===== src/rtl/core/assert_macros.svh =====
// Assertion macros used by the top level of the frame fault injector.
`ifndef ASSERT_MACROS_SVH
`define ASSERT_MACROS_SVH

`ifndef SYNTHESIS

// Same-cycle implication, checked on every rising edge outside reset.
`define FFI_ASSERT_IMPL(lbl, ck, rn, ante, cons) \
    lbl: assert property (@(posedge ck) disable iff (!rn) (ante) |-> (cons)) \
        else $error("same-cycle implication violated");

// Next-cycle implication, checked on every rising edge outside reset.
`define FFI_ASSERT_NEXT(lbl, ck, rn, ante, cons) \
    lbl: assert property (@(posedge ck) disable iff (!rn) (ante) |=> (cons)) \
        else $error("next-cycle implication violated");

`else

`define FFI_ASSERT_IMPL(lbl, ck, rn, ante, cons)
`define FFI_ASSERT_NEXT(lbl, ck, rn, ante, cons)

`endif

`endif


===== src/rtl/core/ffi_pkg.sv =====
// Shared types, codes and constants of the frame fault injector.
package ffi_pkg;

    localparam int TAIL_DEPTH_DEF = 16;
    // Holds any emit count up to the largest supported tail depth (1024).
    localparam int CNT_MAX_W      = 11;
    localparam int Q_DEPTH        = 4;
    localparam int CFG_IDX_W      = 4;
    localparam int CFG_DATA_W     = 17;
    localparam logic [15:0] LEN_MAX = 16'hFFFF;

    localparam logic FUNC_DATA = 1'b0;
    localparam logic FUNC_ARM  = 1'b1;

    typedef enum logic [CFG_IDX_W-1:0] {
        REG_DIRECTION,
        REG_TRIGGER,
        REG_THRESHOLD,
        REG_EVERY_NTH,
        REG_FAULT_KIND,
        REG_TAIL_COUNT,
        REG_XOR_MASK,
        REG_KEEP_BYTES
    } cfg_reg_t;

    localparam logic [1:0] DIR_OFF  = 2'd0;
    localparam logic [1:0] DIR_IN   = 2'd1;
    localparam logic [1:0] DIR_OUT  = 2'd2;
    localparam logic [1:0] DIR_BOTH = 2'd3;

    localparam logic [1:0] TRIG_ALWAYS = 2'd0;
    localparam logic [1:0] TRIG_RANDOM = 2'd1;
    localparam logic [1:0] TRIG_NTH    = 2'd2;
    localparam logic [1:0] TRIG_MANUAL = 2'd3;

    localparam logic [1:0] KIND_DROP  = 2'd0;
    localparam logic [1:0] KIND_XOR   = 2'd1;
    localparam logic [1:0] KIND_TRUNC = 2'd2;
    localparam logic [1:0] KIND_NONE  = 2'd3;

    typedef struct packed {
        logic [1:0]  direction_mode;
        logic [1:0]  trigger_mode;
        logic [16:0] fire_threshold;
        logic [16:0] every_nth;
        logic [1:0]  fault_kind;
        logic [4:0]  tail_count;
        logic [7:0]  xor_mask;
        logic [10:0] keep_bytes;
    } cfg_t;

    localparam cfg_t CFG_RESET = '{
        direction_mode: DIR_OUT,
        trigger_mode:   TRIG_RANDOM,
        fire_threshold: 17'h10000,
        every_nth:      17'd2,
        fault_kind:     KIND_DROP,
        tail_count:     5'd2,
        xor_mask:       8'hFF,
        keep_bytes:     11'd0
    };

    typedef enum logic [2:0] {
        OP_PASS,
        OP_DROP_END,
        OP_FILL,
        OP_SHIFT,
        OP_FLUSH
    } cmd_op_t;

    typedef struct packed {
        cmd_op_t                op;
        logic [7:0]             data;
        logic                   last;
        logic [CNT_MAX_W-1:0]   emit;
        logic                   inject;
        logic                   xor_en;
        logic [31:0]            eval_cnt;
        logic [31:0]            act_cnt;
    } cmd_t;

endpackage


===== src/rtl/core/ffi_ifs.sv =====
// Handshake interfaces of the frame fault injector: input items, results, configuration.
interface ffi_item_if;
    logic        valid;
    logic        ready;
    logic        func;
    logic [7:0]  data_byte;
    logic        frame_last;
    logic        arrival_inbound;
    logic [15:0] random_value;

    modport source (output valid, func, data_byte, frame_last, arrival_inbound, random_value,
                    input ready);
    modport sink   (input valid, func, data_byte, frame_last, arrival_inbound, random_value,
                    output ready);
endinterface

interface ffi_result_if;
    logic        valid;
    logic        ready;
    logic [7:0]  out_byte;
    logic        byte_valid;
    logic        frame_end;
    logic        fault_injected;
    logic [31:0] evaluation_count;
    logic [31:0] activation_count;

    modport source (output valid, out_byte, byte_valid, frame_end, fault_injected,
                    evaluation_count, activation_count, input ready);
    modport sink   (input valid, out_byte, byte_valid, frame_end, fault_injected,
                    evaluation_count, activation_count, output ready);
endinterface

interface ffi_cfg_if;
    import ffi_pkg::*;
    logic                  valid;
    logic                  ready;
    logic [CFG_IDX_W-1:0]  index;
    logic [CFG_DATA_W-1:0] data;

    modport source (output valid, index, data, input ready);
    modport sink   (input valid, index, data, output ready);
endinterface


===== src/rtl/core/ffi_cmd_fifo.sv =====
// Short command queue between the classifying front and the tail-handling back.
module ffi_cmd_fifo (
    input  logic          clk,
    input  logic          rst_n,
    input  logic          push,
    input  ffi_pkg::cmd_t push_cmd,
    input  logic          pop,
    output ffi_pkg::cmd_t head,
    output logic          full,
    output logic          empty
);
    import ffi_pkg::*;

    localparam int AW = $clog2(Q_DEPTH);

    cmd_t          slot_mem [Q_DEPTH];
    logic [AW-1:0] wr_ptr_reg, wr_ptr_next;
    logic [AW-1:0] rd_ptr_reg, rd_ptr_next;
    logic [AW:0]   count_reg, count_next;

    assign full  = (count_reg == (AW + 1)'(Q_DEPTH));
    assign empty = (count_reg == '0);
    assign head  = slot_mem[rd_ptr_reg];

    always_comb
    begin
        wr_ptr_next = push ? wr_ptr_reg + 1'b1 : wr_ptr_reg;
        rd_ptr_next = pop ? rd_ptr_reg + 1'b1 : rd_ptr_reg;
        count_next  = count_reg;
        if (push && !pop)
        begin
            count_next = count_reg + 1'b1;
        end
        else if (pop && !push)
        begin
            count_next = count_reg - 1'b1;
        end
    end

    always_ff @(posedge clk or negedge rst_n)
    begin
        if (!rst_n)
        begin
            wr_ptr_reg <= '0;
            rd_ptr_reg <= '0;
            count_reg  <= '0;
        end
        else
        begin
            wr_ptr_reg <= wr_ptr_next;
            rd_ptr_reg <= rd_ptr_next;
            count_reg  <= count_next;
        end
    end

    always_ff @(posedge clk)
    begin
        if (push)
        begin
            slot_mem[wr_ptr_reg] <= push_cmd;
        end
    end

endmodule


===== src/rtl/core/ffi_front.sv =====
// Front unit: configuration registers, frame tracking, fire decision and command generation.
module ffi_front #(
    parameter int TAIL_DEPTH = ffi_pkg::TAIL_DEPTH_DEF
) (
    input  logic          clk,
    input  logic          rst_n,
    ffi_item_if.sink      items,
    ffi_cfg_if.sink       cfg,
    input  logic          q_full,
    output logic          q_push,
    output ffi_pkg::cmd_t q_cmd,
    output logic [7:0]    xor_mask
);
    import ffi_pkg::*;

    localparam int CNT_W = $clog2(TAIL_DEPTH + 1);

    cfg_t             cfg_reg, cfg_next;
    logic             cfg_hit;

    logic             armed_reg, armed_next;
    logic [16:0]      phase_reg, phase_next;
    logic [31:0]      eval_reg, eval_next;
    logic [31:0]      act_reg, act_next;
    logic             in_frame_reg, in_frame_next;
    logic             fires_reg, fires_next;
    logic             was_armed_reg, was_armed_next;
    logic [15:0]      len_reg, len_next;
    logic [CNT_W-1:0] fill_reg, fill_next;
    logic [1:0]       kind_reg, kind_next;
    logic [CNT_W-1:0] width_reg, width_next;

    logic             accept, is_arm, data_acc, first, dir_ok, dir_hit;
    logic [16:0]      phase_inc, nth_div, phase_new, tc_ext, width_cfg17;
    logic             nth_hit, trig_fire;
    logic [CNT_W-1:0] width_cfg, width_cur, fill_cur, cap, tn;
    logic [1:0]       kind_cur;
    logic             fires_cur, was_armed_cur;
    logic [15:0]      len_cur;
    logic [31:0]      eval_cur;
    logic             push, close, inj;
    logic signed [17:0] len_s, wid_s, keep_s, tn_s, ns_s, e_s;

    assign items.ready = !q_full;
    assign cfg.ready   = 1'b1;
    assign xor_mask    = cfg_reg.xor_mask;

    // Register writes; an index beyond the list changes nothing.
    always_comb
    begin
        cfg_next = cfg_reg;
        cfg_hit  = 1'b0;
        if (cfg.valid)
        begin
            cfg_hit = 1'b1;
            case (cfg.index)
                REG_DIRECTION:  cfg_next.direction_mode = cfg.data[1:0];
                REG_TRIGGER:    cfg_next.trigger_mode   = cfg.data[1:0];
                REG_THRESHOLD:  cfg_next.fire_threshold = cfg.data[16:0];
                REG_EVERY_NTH:  cfg_next.every_nth      = cfg.data[16:0];
                REG_FAULT_KIND: cfg_next.fault_kind     = cfg.data[1:0];
                REG_TAIL_COUNT: cfg_next.tail_count     = cfg.data[4:0];
                REG_XOR_MASK:   cfg_next.xor_mask       = cfg.data[7:0];
                REG_KEEP_BYTES: cfg_next.keep_bytes     = cfg.data[10:0];
                default:        cfg_hit = 1'b0;
            endcase
        end
    end

    always_comb
    begin
        accept   = items.valid && items.ready;
        is_arm   = (items.func == FUNC_ARM);
        data_acc = accept && !is_arm;
        first    = !in_frame_reg;

        case (cfg_reg.direction_mode)
            DIR_BOTH: dir_ok = 1'b1;
            DIR_IN:   dir_ok = items.arrival_inbound;
            DIR_OUT:  dir_ok = !items.arrival_inbound;
            default:  dir_ok = 1'b0;
        endcase
        dir_hit = first && dir_ok;

        phase_inc = phase_reg + 17'd1;
        nth_div   = (cfg_reg.every_nth == '0) ? 17'd1 : cfg_reg.every_nth;
        nth_hit   = (phase_inc >= nth_div);
        phase_new = nth_hit ? '0 : phase_inc;

        case (cfg_reg.trigger_mode)
            TRIG_ALWAYS: trig_fire = 1'b1;
            TRIG_NTH:    trig_fire = nth_hit;
            TRIG_MANUAL: trig_fire = 1'b0;
            default:     trig_fire = ({1'b0, items.random_value} < cfg_reg.fire_threshold);
        endcase

        // Tail width: zero counts as one, large values saturate to the ring depth.
        tc_ext      = 17'(cfg_reg.tail_count);
        width_cfg17 = (tc_ext == '0) ? 17'd1 :
                      ((tc_ext > 17'(TAIL_DEPTH)) ? 17'(TAIL_DEPTH) : tc_ext);
        width_cfg   = width_cfg17[CNT_W-1:0];

        kind_cur      = first ? cfg_reg.fault_kind : kind_reg;
        width_cur     = first ? width_cfg : width_reg;
        fires_cur     = first ? (dir_hit && (armed_reg || trig_fire)) : fires_reg;
        was_armed_cur = first ? (dir_hit && armed_reg) : was_armed_reg;
        fill_cur      = first ? '0 : fill_reg;
        len_cur       = first ? 16'd1 : ((len_reg == LEN_MAX) ? len_reg : len_reg + 16'd1);
        eval_cur      = eval_reg + {31'd0, dir_hit};

        cap = width_cur - CNT_W'(1);
        tn  = fill_cur + CNT_W'(1);

        len_s  = $signed(18'(len_cur));
        wid_s  = $signed(18'(width_cur));
        keep_s = $signed(18'(cfg_reg.keep_bytes));
        tn_s   = $signed(18'(tn));
        ns_s   = len_s - wid_s;
        if (ns_s < keep_s)
        begin
            ns_s = keep_s;
        end
        e_s = ns_s - len_s + tn_s;
        if (e_s < 18'sd0)
        begin
            e_s = 18'sd0;
        end
        if (e_s > tn_s)
        begin
            e_s = tn_s;
        end

        push      = 1'b0;
        close     = 1'b0;
        inj       = 1'b0;
        fill_next = fill_cur;

        q_cmd.op       = OP_PASS;
        q_cmd.data     = items.data_byte;
        q_cmd.last     = items.frame_last;
        q_cmd.emit     = CNT_MAX_W'(tn);
        q_cmd.inject   = 1'b0;
        q_cmd.xor_en   = 1'b0;
        q_cmd.eval_cnt = eval_cur;

        if (!fires_cur || (kind_cur == KIND_NONE))
        begin
            push  = 1'b1;
            close = items.frame_last;
        end
        else if (kind_cur == KIND_DROP)
        begin
            if (items.frame_last)
            begin
                q_cmd.op = OP_DROP_END;
                push     = 1'b1;
                close    = 1'b1;
                inj      = 1'b1;
            end
        end
        else if (!items.frame_last)
        begin
            push = 1'b1;
            if (cap == '0)
            begin
                q_cmd.op = OP_PASS;
            end
            else if (fill_cur >= cap)
            begin
                q_cmd.op = OP_SHIFT;
            end
            else
            begin
                q_cmd.op  = OP_FILL;
                fill_next = fill_cur + CNT_W'(1);
            end
        end
        else
        begin
            q_cmd.op = OP_FLUSH;
            push     = 1'b1;
            close    = 1'b1;
            if (kind_cur == KIND_XOR)
            begin
                inj          = (len_cur >= 16'(width_cur));
                q_cmd.xor_en = inj;
            end
            else
            begin
                inj = (len_cur > 16'(cfg_reg.keep_bytes));
                if (inj)
                begin
                    q_cmd.emit = e_s[CNT_MAX_W-1:0];
                end
            end
        end
        q_cmd.inject = inj;

        act_next      = act_reg + {31'd0, (data_acc && close && inj)};
        q_cmd.act_cnt = act_next;
        q_push        = data_acc && push;

        // A pending arm is consumed by a matching frame and given back if its fault declines.
        armed_next = armed_reg;
        if (data_acc && dir_hit)
        begin
            armed_next = 1'b0;
        end
        if (data_acc && close && !inj && was_armed_cur)
        begin
            armed_next = 1'b1;
        end
        if (accept && is_arm)
        begin
            armed_next = 1'b1;
        end

        phase_next = phase_reg;
        if (cfg_hit)
        begin
            phase_next = '0;
        end
        else if (data_acc && dir_hit)
        begin
            phase_next = phase_new;
        end

        eval_next      = data_acc ? eval_cur : eval_reg;
        in_frame_next  = data_acc ? !items.frame_last : in_frame_reg;
        fires_next     = data_acc ? fires_cur : fires_reg;
        was_armed_next = data_acc ? was_armed_cur : was_armed_reg;
        len_next       = data_acc ? len_cur : len_reg;
        kind_next      = data_acc ? kind_cur : kind_reg;
        width_next     = data_acc ? width_cur : width_reg;
        if (!data_acc)
        begin
            fill_next = fill_reg;
        end
    end

    always_ff @(posedge clk or negedge rst_n)
    begin
        if (!rst_n)
        begin
            cfg_reg       <= CFG_RESET;
            armed_reg     <= 1'b0;
            phase_reg     <= '0;
            eval_reg      <= '0;
            act_reg       <= '0;
            in_frame_reg  <= 1'b0;
            fires_reg     <= 1'b0;
            was_armed_reg <= 1'b0;
            len_reg       <= '0;
            fill_reg      <= '0;
            kind_reg      <= KIND_DROP;
            width_reg     <= CNT_W'(1);
        end
        else
        begin
            cfg_reg       <= cfg_next;
            armed_reg     <= armed_next;
            phase_reg     <= phase_next;
            eval_reg      <= eval_next;
            act_reg       <= act_next;
            in_frame_reg  <= in_frame_next;
            fires_reg     <= fires_next;
            was_armed_reg <= was_armed_next;
            len_reg       <= len_next;
            fill_reg      <= fill_next;
            kind_reg      <= kind_next;
            width_reg     <= width_next;
        end
    end

endmodule


===== src/rtl/core/ffi_back.sv =====
// Back unit: tail delay ring, frame-end release and the registered result stage.
module ffi_back #(
    parameter int TAIL_DEPTH = ffi_pkg::TAIL_DEPTH_DEF
) (
    input  logic          clk,
    input  logic          rst_n,
    input  ffi_pkg::cmd_t q_head,
    input  logic          q_empty,
    output logic          q_pop,
    input  logic [7:0]    xor_mask,
    ffi_result_if.source  results
);
    import ffi_pkg::*;

    localparam int CNT_W = $clog2(TAIL_DEPTH + 1);
    localparam int PTR_W = $clog2(TAIL_DEPTH);

    typedef enum logic [3:0] {
        BK_IDLE      = 4'b0001,
        BK_SHIFT     = 4'b0010,
        BK_FLUSH_RD  = 4'b0100,
        BK_FLUSH_OUT = 4'b1000
    } bk_state_t;

    bk_state_t        state_reg, state_next;
    logic [PTR_W-1:0] wr_ptr_reg, wr_ptr_next;
    logic [PTR_W-1:0] rd_ptr_reg, rd_ptr_next;
    logic [CNT_W-1:0] rem_reg, rem_next;
    cmd_t             cur_reg, cur_next;

    logic [7:0]       ring_mem [TAIL_DEPTH];
    logic [7:0]       rd_data_reg;
    logic             mem_we;

    logic             res_valid_reg, res_valid_next;
    logic [7:0]       res_byte_reg;
    logic             res_bv_reg, res_end_reg, res_fi_reg;
    logic [31:0]      res_eval_reg, res_act_reg;

    logic             load_ok, load;
    logic [7:0]       ld_byte;
    logic             ld_bv, ld_end, ld_fi;
    logic [31:0]      ld_eval, ld_act;

    function automatic logic [PTR_W-1:0] ptr_inc(input logic [PTR_W-1:0] p);
        ptr_inc = (p == PTR_W'(TAIL_DEPTH - 1)) ? '0 : p + 1'b1;
    endfunction

    assign load_ok = !res_valid_reg || results.ready;

    always_comb
    begin
        state_next  = state_reg;
        wr_ptr_next = wr_ptr_reg;
        rd_ptr_next = rd_ptr_reg;
        rem_next    = rem_reg;
        cur_next    = cur_reg;
        q_pop       = 1'b0;
        mem_we      = 1'b0;
        load        = 1'b0;
        ld_byte     = 8'h00;
        ld_bv       = 1'b0;
        ld_end      = 1'b0;
        ld_fi       = 1'b0;
        ld_eval     = cur_reg.eval_cnt;
        ld_act      = cur_reg.act_cnt;

        case (state_reg)
            BK_IDLE:
            begin
                if (!q_empty)
                begin
                    case (q_head.op)
                        OP_PASS:
                        begin
                            if (load_ok)
                            begin
                                load    = 1'b1;
                                ld_byte = q_head.data;
                                ld_bv   = 1'b1;
                                ld_end  = q_head.last;
                                ld_eval = q_head.eval_cnt;
                                ld_act  = q_head.act_cnt;
                                q_pop   = 1'b1;
                            end
                        end
                        OP_DROP_END:
                        begin
                            if (load_ok)
                            begin
                                load    = 1'b1;
                                ld_end  = 1'b1;
                                ld_fi   = 1'b1;
                                ld_eval = q_head.eval_cnt;
                                ld_act  = q_head.act_cnt;
                                q_pop   = 1'b1;
                            end
                        end
                        OP_FILL:
                        begin
                            q_pop       = 1'b1;
                            mem_we      = 1'b1;
                            wr_ptr_next = ptr_inc(wr_ptr_reg);
                        end
                        OP_SHIFT:
                        begin
                            // The write lands after the newest entry; the oldest entry is read this cycle.
                            q_pop       = 1'b1;
                            mem_we      = 1'b1;
                            wr_ptr_next = ptr_inc(wr_ptr_reg);
                            cur_next    = q_head;
                            state_next  = BK_SHIFT;
                        end
                        OP_FLUSH:
                        begin
                            q_pop       = 1'b1;
                            mem_we      = 1'b1;
                            wr_ptr_next = ptr_inc(wr_ptr_reg);
                            cur_next    = q_head;
                            rem_next    = q_head.emit[CNT_W-1:0];
                            state_next  = BK_FLUSH_RD;
                        end
                        default:
                        begin
                            q_pop = 1'b1;
                        end
                    endcase
                end
            end
            BK_SHIFT:
            begin
                if (load_ok)
                begin
                    load        = 1'b1;
                    ld_byte     = rd_data_reg;
                    ld_bv       = 1'b1;
                    rd_ptr_next = ptr_inc(rd_ptr_reg);
                    state_next  = BK_IDLE;
                end
            end
            BK_FLUSH_RD:
            begin
                // A wait state so that the last byte's write is visible to the ring read.
                state_next = BK_FLUSH_OUT;
            end
            BK_FLUSH_OUT:
            begin
                if (load_ok)
                begin
                    load = 1'b1;
                    if (rem_reg == '0)
                    begin
                        ld_end      = 1'b1;
                        ld_fi       = cur_reg.inject;
                        rd_ptr_next = wr_ptr_reg;
                        state_next  = BK_IDLE;
                    end
                    else
                    begin
                        ld_byte  = rd_data_reg ^ (cur_reg.xor_en ? xor_mask : 8'h00);
                        ld_bv    = 1'b1;
                        ld_end   = (rem_reg == CNT_W'(1));
                        ld_fi    = (rem_reg == CNT_W'(1)) && cur_reg.inject;
                        rem_next = rem_reg - CNT_W'(1);
                        if (rem_reg == CNT_W'(1))
                        begin
                            // Bytes cut by truncation are discarded with the rest of the ring.
                            rd_ptr_next = wr_ptr_reg;
                            state_next  = BK_IDLE;
                        end
                        else
                        begin
                            rd_ptr_next = ptr_inc(rd_ptr_reg);
                        end
                    end
                end
            end
            default:
            begin
                state_next = BK_IDLE;
            end
        endcase

        res_valid_next = res_valid_reg && !results.ready;
        if (load)
        begin
            res_valid_next = 1'b1;
        end
    end

    always_ff @(posedge clk or negedge rst_n)
    begin
        if (!rst_n)
        begin
            state_reg     <= BK_IDLE;
            wr_ptr_reg    <= '0;
            rd_ptr_reg    <= '0;
            rem_reg       <= '0;
            res_valid_reg <= 1'b0;
        end
        else
        begin
            state_reg     <= state_next;
            wr_ptr_reg    <= wr_ptr_next;
            rd_ptr_reg    <= rd_ptr_next;
            rem_reg       <= rem_next;
            res_valid_reg <= res_valid_next;
        end
    end

    always_ff @(posedge clk)
    begin
        cur_reg <= cur_next;
        if (load)
        begin
            res_byte_reg <= ld_byte;
            res_bv_reg   <= ld_bv;
            res_end_reg  <= ld_end;
            res_fi_reg   <= ld_fi;
            res_eval_reg <= ld_eval;
            res_act_reg  <= ld_act;
        end
    end

    // Tail ring: one write port, one registered read port that follows the read pointer.
    always_ff @(posedge clk)
    begin
        if (mem_we)
        begin
            ring_mem[wr_ptr_reg] <= q_head.data;
        end
        rd_data_reg <= ring_mem[rd_ptr_next];
    end

    assign results.valid            = res_valid_reg;
    assign results.out_byte         = res_byte_reg;
    assign results.byte_valid       = res_bv_reg;
    assign results.frame_end        = res_end_reg;
    assign results.fault_injected   = res_fi_reg;
    assign results.evaluation_count = res_eval_reg;
    assign results.activation_count = res_act_reg;

endmodule


===== src/rtl/core/frame_fault_injector_core.sv =====
// Top level of the frame fault injector: front, command queue and back unit.
//
//  Channel   Direction  Handshake     Carries
//  items     in         valid/ready   func, data_byte, frame_last, arrival_inbound, random_value
//  results   out        valid/ready   out_byte, byte_valid, frame_end, fault_injected, counts
//  cfg       in         valid/ready   index, data (one register write per item)
//
// Passed-through and buffered bytes are handled in the idle state; a byte that pushes out the oldest
// tail byte also passes the shift state, for the registered read of the tail ring.
// A frame end that releases the tail goes through the flush read and flush output states,
// then emits its N bytes, or one empty result to mark the frame end when no byte is left.
// The four-entry command queue lets the front keep accepting while the back drains.
// Reset is asynchronous and needs no clearing pass; the tail ring is only read where written.
// A low results.ready holds the output register; items.ready drops while the queue is full.
`include "assert_macros.svh"

module frame_fault_injector_core #(
    parameter int TAIL_DEPTH = ffi_pkg::TAIL_DEPTH_DEF
) (
    input  logic         clk,
    input  logic         rst_n,
    ffi_item_if.sink     items,
    ffi_result_if.source results,
    ffi_cfg_if.sink      cfg
);
    import ffi_pkg::*;

    cmd_t       q_cmd;
    cmd_t       q_head;
    logic       q_push;
    logic       q_pop;
    logic       q_full;
    logic       q_empty;
    logic [7:0] xor_mask;
    logic       arm_taken;
    logic       empty_result;
    logic       empty_ok;

    ffi_front #(
        .TAIL_DEPTH (TAIL_DEPTH)
    ) u_front (
        .clk      (clk),
        .rst_n    (rst_n),
        .items    (items),
        .cfg      (cfg),
        .q_full   (q_full),
        .q_push   (q_push),
        .q_cmd    (q_cmd),
        .xor_mask (xor_mask)
    );

    ffi_cmd_fifo u_queue (
        .clk      (clk),
        .rst_n    (rst_n),
        .push     (q_push),
        .push_cmd (q_cmd),
        .pop      (q_pop),
        .head     (q_head),
        .full     (q_full),
        .empty    (q_empty)
    );

    ffi_back #(
        .TAIL_DEPTH (TAIL_DEPTH)
    ) u_back (
        .clk      (clk),
        .rst_n    (rst_n),
        .q_head   (q_head),
        .q_empty  (q_empty),
        .q_pop    (q_pop),
        .xor_mask (xor_mask),
        .results  (results)
    );

    assign arm_taken    = items.valid && items.ready && (items.func == FUNC_ARM);
    assign empty_result = results.valid && !results.byte_valid;
    assign empty_ok     = results.frame_end && (results.out_byte == 8'h00);

    `FFI_ASSERT_IMPL(a_queue_no_overflow, clk, rst_n, q_push, !q_full)
    `FFI_ASSERT_IMPL(a_queue_no_underflow, clk, rst_n, q_pop, !q_empty)
    `FFI_ASSERT_IMPL(a_arm_makes_no_command, clk, rst_n, arm_taken, !q_push)
    `FFI_ASSERT_IMPL(a_empty_result_ends_frame, clk, rst_n, empty_result, empty_ok)

endmodule

===== src/flat_wrapper.sv =====
// flat-port wrapper written by rule: the top's interface ports become plain ports
module frame_fault_injector_core_flat import ffi_pkg::*;
#(
    parameter int TAIL_DEPTH = ffi_pkg::TAIL_DEPTH_DEF
)
  (clk, rst_n, items_valid, items_func, items_data_byte, items_frame_last, items_arrival_inbound, items_random_value, items_ready, results_valid, results_out_byte, results_byte_valid, results_frame_end, results_fault_injected, results_evaluation_count, results_activation_count, results_ready, cfg_valid, cfg_index, cfg_data, cfg_ready);
  ffi_item_if items_i ();
  ffi_result_if results_i ();
  ffi_cfg_if cfg_i ();
  input  logic clk;
  input  logic rst_n;
  input wire logic [$bits(items_i.valid)-1:0] items_valid;
  input wire logic [$bits(items_i.func)-1:0] items_func;
  input wire logic [$bits(items_i.data_byte)-1:0] items_data_byte;
  input wire logic [$bits(items_i.frame_last)-1:0] items_frame_last;
  input wire logic [$bits(items_i.arrival_inbound)-1:0] items_arrival_inbound;
  input wire logic [$bits(items_i.random_value)-1:0] items_random_value;
  output wire logic [$bits(items_i.ready)-1:0] items_ready;
  output wire logic [$bits(results_i.valid)-1:0] results_valid;
  output wire logic [$bits(results_i.out_byte)-1:0] results_out_byte;
  output wire logic [$bits(results_i.byte_valid)-1:0] results_byte_valid;
  output wire logic [$bits(results_i.frame_end)-1:0] results_frame_end;
  output wire logic [$bits(results_i.fault_injected)-1:0] results_fault_injected;
  output wire logic [$bits(results_i.evaluation_count)-1:0] results_evaluation_count;
  output wire logic [$bits(results_i.activation_count)-1:0] results_activation_count;
  input wire logic [$bits(results_i.ready)-1:0] results_ready;
  input wire logic [$bits(cfg_i.valid)-1:0] cfg_valid;
  input wire logic [$bits(cfg_i.index)-1:0] cfg_index;
  input wire logic [$bits(cfg_i.data)-1:0] cfg_data;
  output wire logic [$bits(cfg_i.ready)-1:0] cfg_ready;
  assign items_i.valid = items_valid;
  assign items_i.func = items_func;
  assign items_i.data_byte = items_data_byte;
  assign items_i.frame_last = items_frame_last;
  assign items_i.arrival_inbound = items_arrival_inbound;
  assign items_i.random_value = items_random_value;
  assign items_ready = items_i.ready;
  assign results_valid = results_i.valid;
  assign results_out_byte = results_i.out_byte;
  assign results_byte_valid = results_i.byte_valid;
  assign results_frame_end = results_i.frame_end;
  assign results_fault_injected = results_i.fault_injected;
  assign results_evaluation_count = results_i.evaluation_count;
  assign results_activation_count = results_i.activation_count;
  assign results_i.ready = results_ready;
  assign cfg_i.valid = cfg_valid;
  assign cfg_i.index = cfg_index;
  assign cfg_i.data = cfg_data;
  assign cfg_ready = cfg_i.ready;
  frame_fault_injector_core #(.TAIL_DEPTH(TAIL_DEPTH)) u_core (.clk(clk), .rst_n(rst_n), .items(items_i), .results(results_i), .cfg(cfg_i));
endmodule

===== config.mk =====
export PLATFORM = sky130hd
export DESIGN_NAME = frame_fault_injector_core_flat
export DESIGN_NICKNAME = d
export VERILOG_FILES = /design/src/rtl/core/ffi_pkg.sv /design/src/rtl/core/ffi_ifs.sv /design/src/rtl/core/ffi_cmd_fifo.sv /design/src/rtl/core/ffi_front.sv /design/src/rtl/core/ffi_back.sv /design/src/rtl/core/frame_fault_injector_core.sv /design/src/flat_wrapper.sv
export VERILOG_INCLUDE_DIRS = /design/src /design/src/rtl/core
export SDC_FILE = /design/constraint.sdc
export NUM_CORES = 1
export LEC_CHECK = 0
export ABC_AREA = 0
export ABC_CLOCK_PERIOD_IN_PS = 21600
export BUFFER_PORTS_ARGS = -buffer_cell sky130_fd_sc_hd__clkbuf_2
export CAP_MARGIN = 40
export CORE_ASPECT_RATIO = 1.75
export CORE_UTILIZATION = 54
export DETAILED_ROUTE_END_ITERATION = 8
export PLACE_DENSITY = 0.71
export SKIP_LAST_GASP = 1
export SYNTH_ARGS = -nofsm -noshare
export SYNTH_HDL_FRONTEND = slang
export SYNTH_HIERARCHICAL = 1
export SYNTH_SLANG_ARGS = --single-unit

===== constraint.sdc =====
create_clock -name clk -period 21.6 [get_ports clk]
set_input_delay 2.16 -clock clk [delete_from_list [all_inputs] [get_ports clk]]
set_output_delay 2.16 -clock clk [all_outputs]
set_load 0.005 [all_outputs]

### Word level (Yosys, flattened, before mapping)

Memory sizes are Yosys's and may differ from the RTL's. A register that Yosys moved wholly into a read port is not among the register bits.
Index checks and enable logic that the tools add are counted.

| cells by class | value |
|---|---|
| equal/unequal tests | 34 |
| bitwise operators | 2 |
| div/mod/pow operators | 0 |
| $mul | 0 |
| add/sub/neg operators | 16 |
| shift operators | 0 |
| mux-type cells | 119 |
| magnitude comparators | 9 |
| reduce and logical (&&, ||, !) cells | 60 |

Operators with widths:

| kind | count |
|---|---|
| 32-bit two-way mux | 8 |
| 17-bit two-way mux | 4 |
| 11-bit two-way mux | 6 |
| 5-bit two-way mux | 13 |
| 32-bit by 1-bit adder with 32-bit output | 2 |
| 8-bit two-way mux | 7 |
| 1-bit two-way mux | 47 |
| 4-bit two-way mux | 11 |
| 18-bit two-way mux | 2 |
| 16-bit two-way mux | 2 |
| 8-bit one-hot mux with 3 select lines | 1 |
| 4-bit by 3-bit equality test with 1-bit output, second input constant | 5 |
| 18-bit by 6-bit adder with 18-bit output | 1 |
| 18-bit by 6-bit > comparator with 1-bit output | 1 |
| 18-bit by 1-bit less-than comparator with 1-bit output, second input constant | 1 |
| 18-bit by 17-bit subtractor with 18-bit output | 1 |
| 17-bit by 1-bit adder with 17-bit output, second input constant | 1 |
| 17-bit greater-or-equal comparator | 1 |
| 17-bit zero test | 1 |
| 16-bit by 17-bit less-than comparator with 1-bit output | 1 |
| 17-bit by 12-bit less-than comparator with 1-bit output | 1 |
| 16-bit by 5-bit subtractor with 17-bit output | 1 |
| 16-bit by 1-bit adder with 16-bit output, second input constant | 1 |
| 16-bit equality test, second input constant | 1 |
| other kinds (47) | 120 |

| word-level totals | value |
|---|---|
| memories kept | 2 |
| output and inout port bits | 78 |
| bits in latches | 0 |
| bits in writable memories | 484 |
| flip-flop bits (word level) | 343 |
| ROM bits | 0 |

Memory list:

| memory | words | width | read ports | clocked after memory_dff | write ports | RTL line | source |
|---|---|---|---|---|---|---|---|
| u_core.u_queue.slot_mem | 4 | 89 | 1 | 0 | 1 | ffi_cmd_fifo.sv:16 | `cmd_t slot_mem [Q_DEPTH];` |
| u_core.u_back.ring_mem | 16 | 8 | 1 | 1 | 1 | ffi_back.sv:31 | `logic [7:0] ring_mem [TAIL_DEPTH];` |

### Longest topological paths before layout

| logic depth | value |
|---|---|
| depth in word-level cells | 18 |
| mapped depth | 43 |
| gate-level depth less buffers | 42 |

### Hierarchy

The synthesis kept the hierarchy.

Modules (own cells, without submodules):

| module | cells each | area an instance (µm²) | times used |
|---|---|---|---|
| ffi_cmd_fifo | 499 | 13325.3 | 1 |
| ffi_front | 1353 | 12195.4 | 1 |
| ffi_back | 906 | 12067.8 | 1 |

### Worst setup path before layout

Ideal clock, no wire load.

| path | value |
|---|---|
| kind | register to register |
| start point | register u_core.u_front.len_reg[0] |
| end point | memory u_core/u_queue/slot_mem[0][67] in the netlist's numbering (data pin) |
| period minus slack after synthesis | 8.352 ns |
| stages on the path, launching flop included | 41 |
| data required time | 21.334 ns |
| path slack | 13.248 ns |
| arrival | 8.085 ns |
| library setup time | 0.266 ns |
| cells stage by stage | dfrtp_1 > ha_1 > nand2_1 > nor4_4 > nand2_1 > xor2_1 > nor2_1 > ha_1 > inv_1 > fa_1 > a21o_1 > a21oi_1 > inv_1 > a21oi_1 > nor4b_4 > nand3_1 > nand2_1 > ha_1 > (+5 left out) > mux2i_1 > fa_1 > inv_1 > ha_1 > a21oi_1 > and2_1 > o21ai_0 > a21oi_1 > o21ai_1 > nand2_1 > inv_1 > ha_1 > a21o_1 > a211oi_1 > a21oi_1 > a211oi_2 > nand4_2 > mux2_2 |

RTL lines:

| item | RTL line | source |
|---|---|---|
| start, declared | ffi_front.sv:28 | `logic [15:0] len_reg, len_next;` |
| start signal, assigned | ffi_front.sv:268 | `len_reg <= len_next;` |
| end, declared | ffi_cmd_fifo.sv:16 |  |

==> results.py <==
metrics = {
    "synthesis": {
        "netlist_area_um2": 36700,
        "syn-num-nets": 2895,
        "syn_inst": 2721,
        "synth_area_per_cell_um2": 13.5,
        "ys.warnings.count": 6,
    },
    "critical_path": {
        "slowest_delay_ns": 0.56,
        "endpoint": "u_core/u_queue/slot_mem[0][67]$_DFFE_PP_",
        "reg2reg_to": "u_core/u_queue/slot_mem[0][67]$_DFFE_PP_",
        "cpMaxStageDelayCell": "nor4_4",
        "path_class": "reg -> reg",
        "critPathLaunchType": "register",
        "cpMostUsedCell": "a21oi_1",
        "crit_fanout": 23,
        "reg2reg_depth": 41,
        "r2r-start": "u_core/u_front/len_reg[1]$_DFFE_PN0P_",
        "critPathCaptureType": "register",
        "worstPathArrival_ns": 10.54,
        "critPathRequiredTime_ns": 21.97,
        "reg2reg_slack_ns": 11.43,
        "crit_path_start": "u_core/u_front/len_reg[1]$_DFFE_PN0P_",
    },
    "die": {
        "ios": 131,
        "core_um2": 67300,
        "start_util_pct": 54.5,
        "die_area_um2": 69000,
        "fp-row-count": 126,
        "die_y_um": 347,
        "die_x_um": 199,
    },
    "placed_design": {
        "gp_congestion": 0.882,
        "portBuffers": 129,
        "placed_cells": 3661,
        "dpl.hpwl_um": 55900,
    },
    "run": {
        "cap_violations": 0,
    },
    "routing": {
        "totalWireLength_um": 84000,
        "postRouteAntennaNets": 0,
        "drcViolationCount": 0,
        "drtIter0Drc": 1513,
        "via_per_inst": 5.95,
        "avgRoutedWirePerCell_um": 22.1,
        "vias": 22579,
        "drtPass1Iterations": 6,
    },
    "clocking": {
        "cts_buffers": 72,
        "postCtsSetupBuffers": 0,
        "ctsHoldBuffers": 0,
        "cts_sinks": 811,
        "cts_resized": 0,
        "clk_latency_ns": 0.64,
        "cts_root_buf": "clkbuf_16",
        "cts_htree_levels": 3,
        "clk_pin_slew_worst_paths_ns": 0.06,
        "tritoncts": "done",
        "clockBufferDepth": 3,
    },
    "power": {
        "power.density_nw_per_um2": 167,
        "cellLeakagePower_uw": 0.0161,
        "power.total_uw": 6820,
        "vdd_drop_max_mv": 0.167,
    },
    "global_routing": {
        "grt_overflow_total": 0,
        "grt_pass1_vias": 23300,
        "grt_start_max_net_pins": 67,
        "grt_pass1_wl_um": 130000,
        "antenna_found_initial": 1,
        "grt_usage_pct": 24.9,
    },
    "finish": {
        "fin_util_pct": 60.5,
        "largest_reg_flops": 332,
        "antenna_cells": 0,
        "fillCellCount": 5111,
        "syn_to_final_growth_pct": 11.1,
        "final_cells": 3794,
        "finalNetCount": 3013,
        "drive_above_1_share_pct": 16.9,
    },
    "sta": {
        "tightest_slew_ns": 0.958,
        "slew_violations": 0,
        "max_slew_margin_pct": 36.0,
        "rsz0062_at_grt": "no",
        "tns_ns": 0,
        "setup_viol": 0,
        "hold_viol": 0,
        "period_share_pct": 47.1,
        "timing.fmax_ghz": 0.0984,
        "fin_crit_ns": 10.17,
        "fin_skew_ns": 0.0332,
    },
    "outcome": {
        "outcome": "finished clean",
    },
    "worst_hold_path": {
        "hp-class": "reg -> reg",
    },
}
stage by stage:
stage          hold slack (ns)  instance area [um^2]  worst slack, ns
2_1_floorplan            0.439                 36700            13.25
3_3_place_gp             0.454                 37900            11.70
3_5_place_dp             0.474                 38200            11.48
4_1_cts                  0.489                 40700            11.44
5_1_grt                  0.520                 40700            10.63
6_report                 0.488                 40700            11.43
where the power goes:
part	leakage, uW	switching, uW	internal [uW]	total [uW]
clock	0.00124	587	795	1380
sequential	0.00839	159	2110	2270
combinational	0.00644	1940	1220	3160
total	0.0161	2690	4130	6820
cells in the final DEF, fill, tap and decap left out, types with 10 or more instances in the layout:
cell and n:
o31ai_1 12, inv_1 111, nor2_1 105, and3_1 53, nor3_1 28, dfrtp_1 185
nand2_1 450, or4b_1 10, nand4_1 37, a211oi_1 18, a22oi_1 11, nand3_1 59
and4_1 27, buf_4 33, clkinv_2 12, nand2b_1 16, o21ai_0 87, and2_1 16
edfxtp_1 601, nor2b_1 11, a21oi_1 79, mux2_2 46, dfstp_2 15, clkbuf_16 72
a2111oi_0 24, xor2_1 58, mux2i_1 15, a21o_1 24, xnor2_1 86, ha_1 114
bufinv_16 13, a211o_1 18, mux4_2 83, a31oi_1 17, clkbuf_2 128
how the worst min path moves through the flow:
stage / start / end / slack, ns / depth (start not counted)
2_1_floorplan: u_core/u_front/fires_reg$_DFFE_PN0P_ / u_core/u_front/fires_reg$_DFFE_PN0P_ / 0.44 / 2
3_3_place_gp: u_core/u_front/fires_reg$_DFFE_PN0P_ / u_core/u_front/fires_reg$_DFFE_PN0P_ / 0.45 / 2
3_5_place_dp: u_core/u_front/fires_reg$_DFFE_PN0P_ / u_core/u_front/fires_reg$_DFFE_PN0P_ / 0.47 / 2
4_1_cts: u_core/u_front/fires_reg$_DFFE_PN0P_ / u_core/u_front/fires_reg$_DFFE_PN0P_ / 0.49 / 2
5_1_grt: u_core/u_front/eval_reg[31]$_DFFE_PN0P_ / u_core/u_front/eval_reg[31]$_DFFE_PN0P_ / 0.52 / 1
6_report: u_core/u_front/fires_reg$_DFFE_PN0P_ / u_core/u_front/fires_reg$_DFFE_PN0P_ / 0.49 / 2
worst max-delay path, delay by kind of cell, from the launching register on:
| family | cells | cell delay [ns] |
|---|---|---|
| XOR/XNOR | 1 | 0.21 |
| AO/OA/AOI/OAI | 12 | 2.51 |
| multiplexers | 2 | 0.63 |
| AND/OR/NAND/NOR | 13 | 2.98 |
| flip-flops | 1 | 0.43 |
| adder cells (fa/ha/maj) | 8 | 2.38 |
| buffers and inverters | 5 | 0.75 |
layer usage:
metal,vias up,global-route usage [%],share of wire [%]
met1,11388,29.4,38
met4,2,11.7,4.4
met5,-,0,0.013
met2,697,44.5,53
li1,10312,-,-
met3,180,3.25,4.6
final cells by class:
type | instances | area, um^2 | area share [%]
flip-flops and latches | 811 | 23300 | 57.2
multi-input cells | 1663 | 12200 | 30.0
clock buffers | 83 | 1880 | 4.62
well taps | 896 | 1120 | 2.75
repair buffers | 173 | 1110 | 2.74
clock inverters | 50 | 673 | 1.65
inverters | 118 | 444 | 1.09
(Power assumes the default switching activity.)
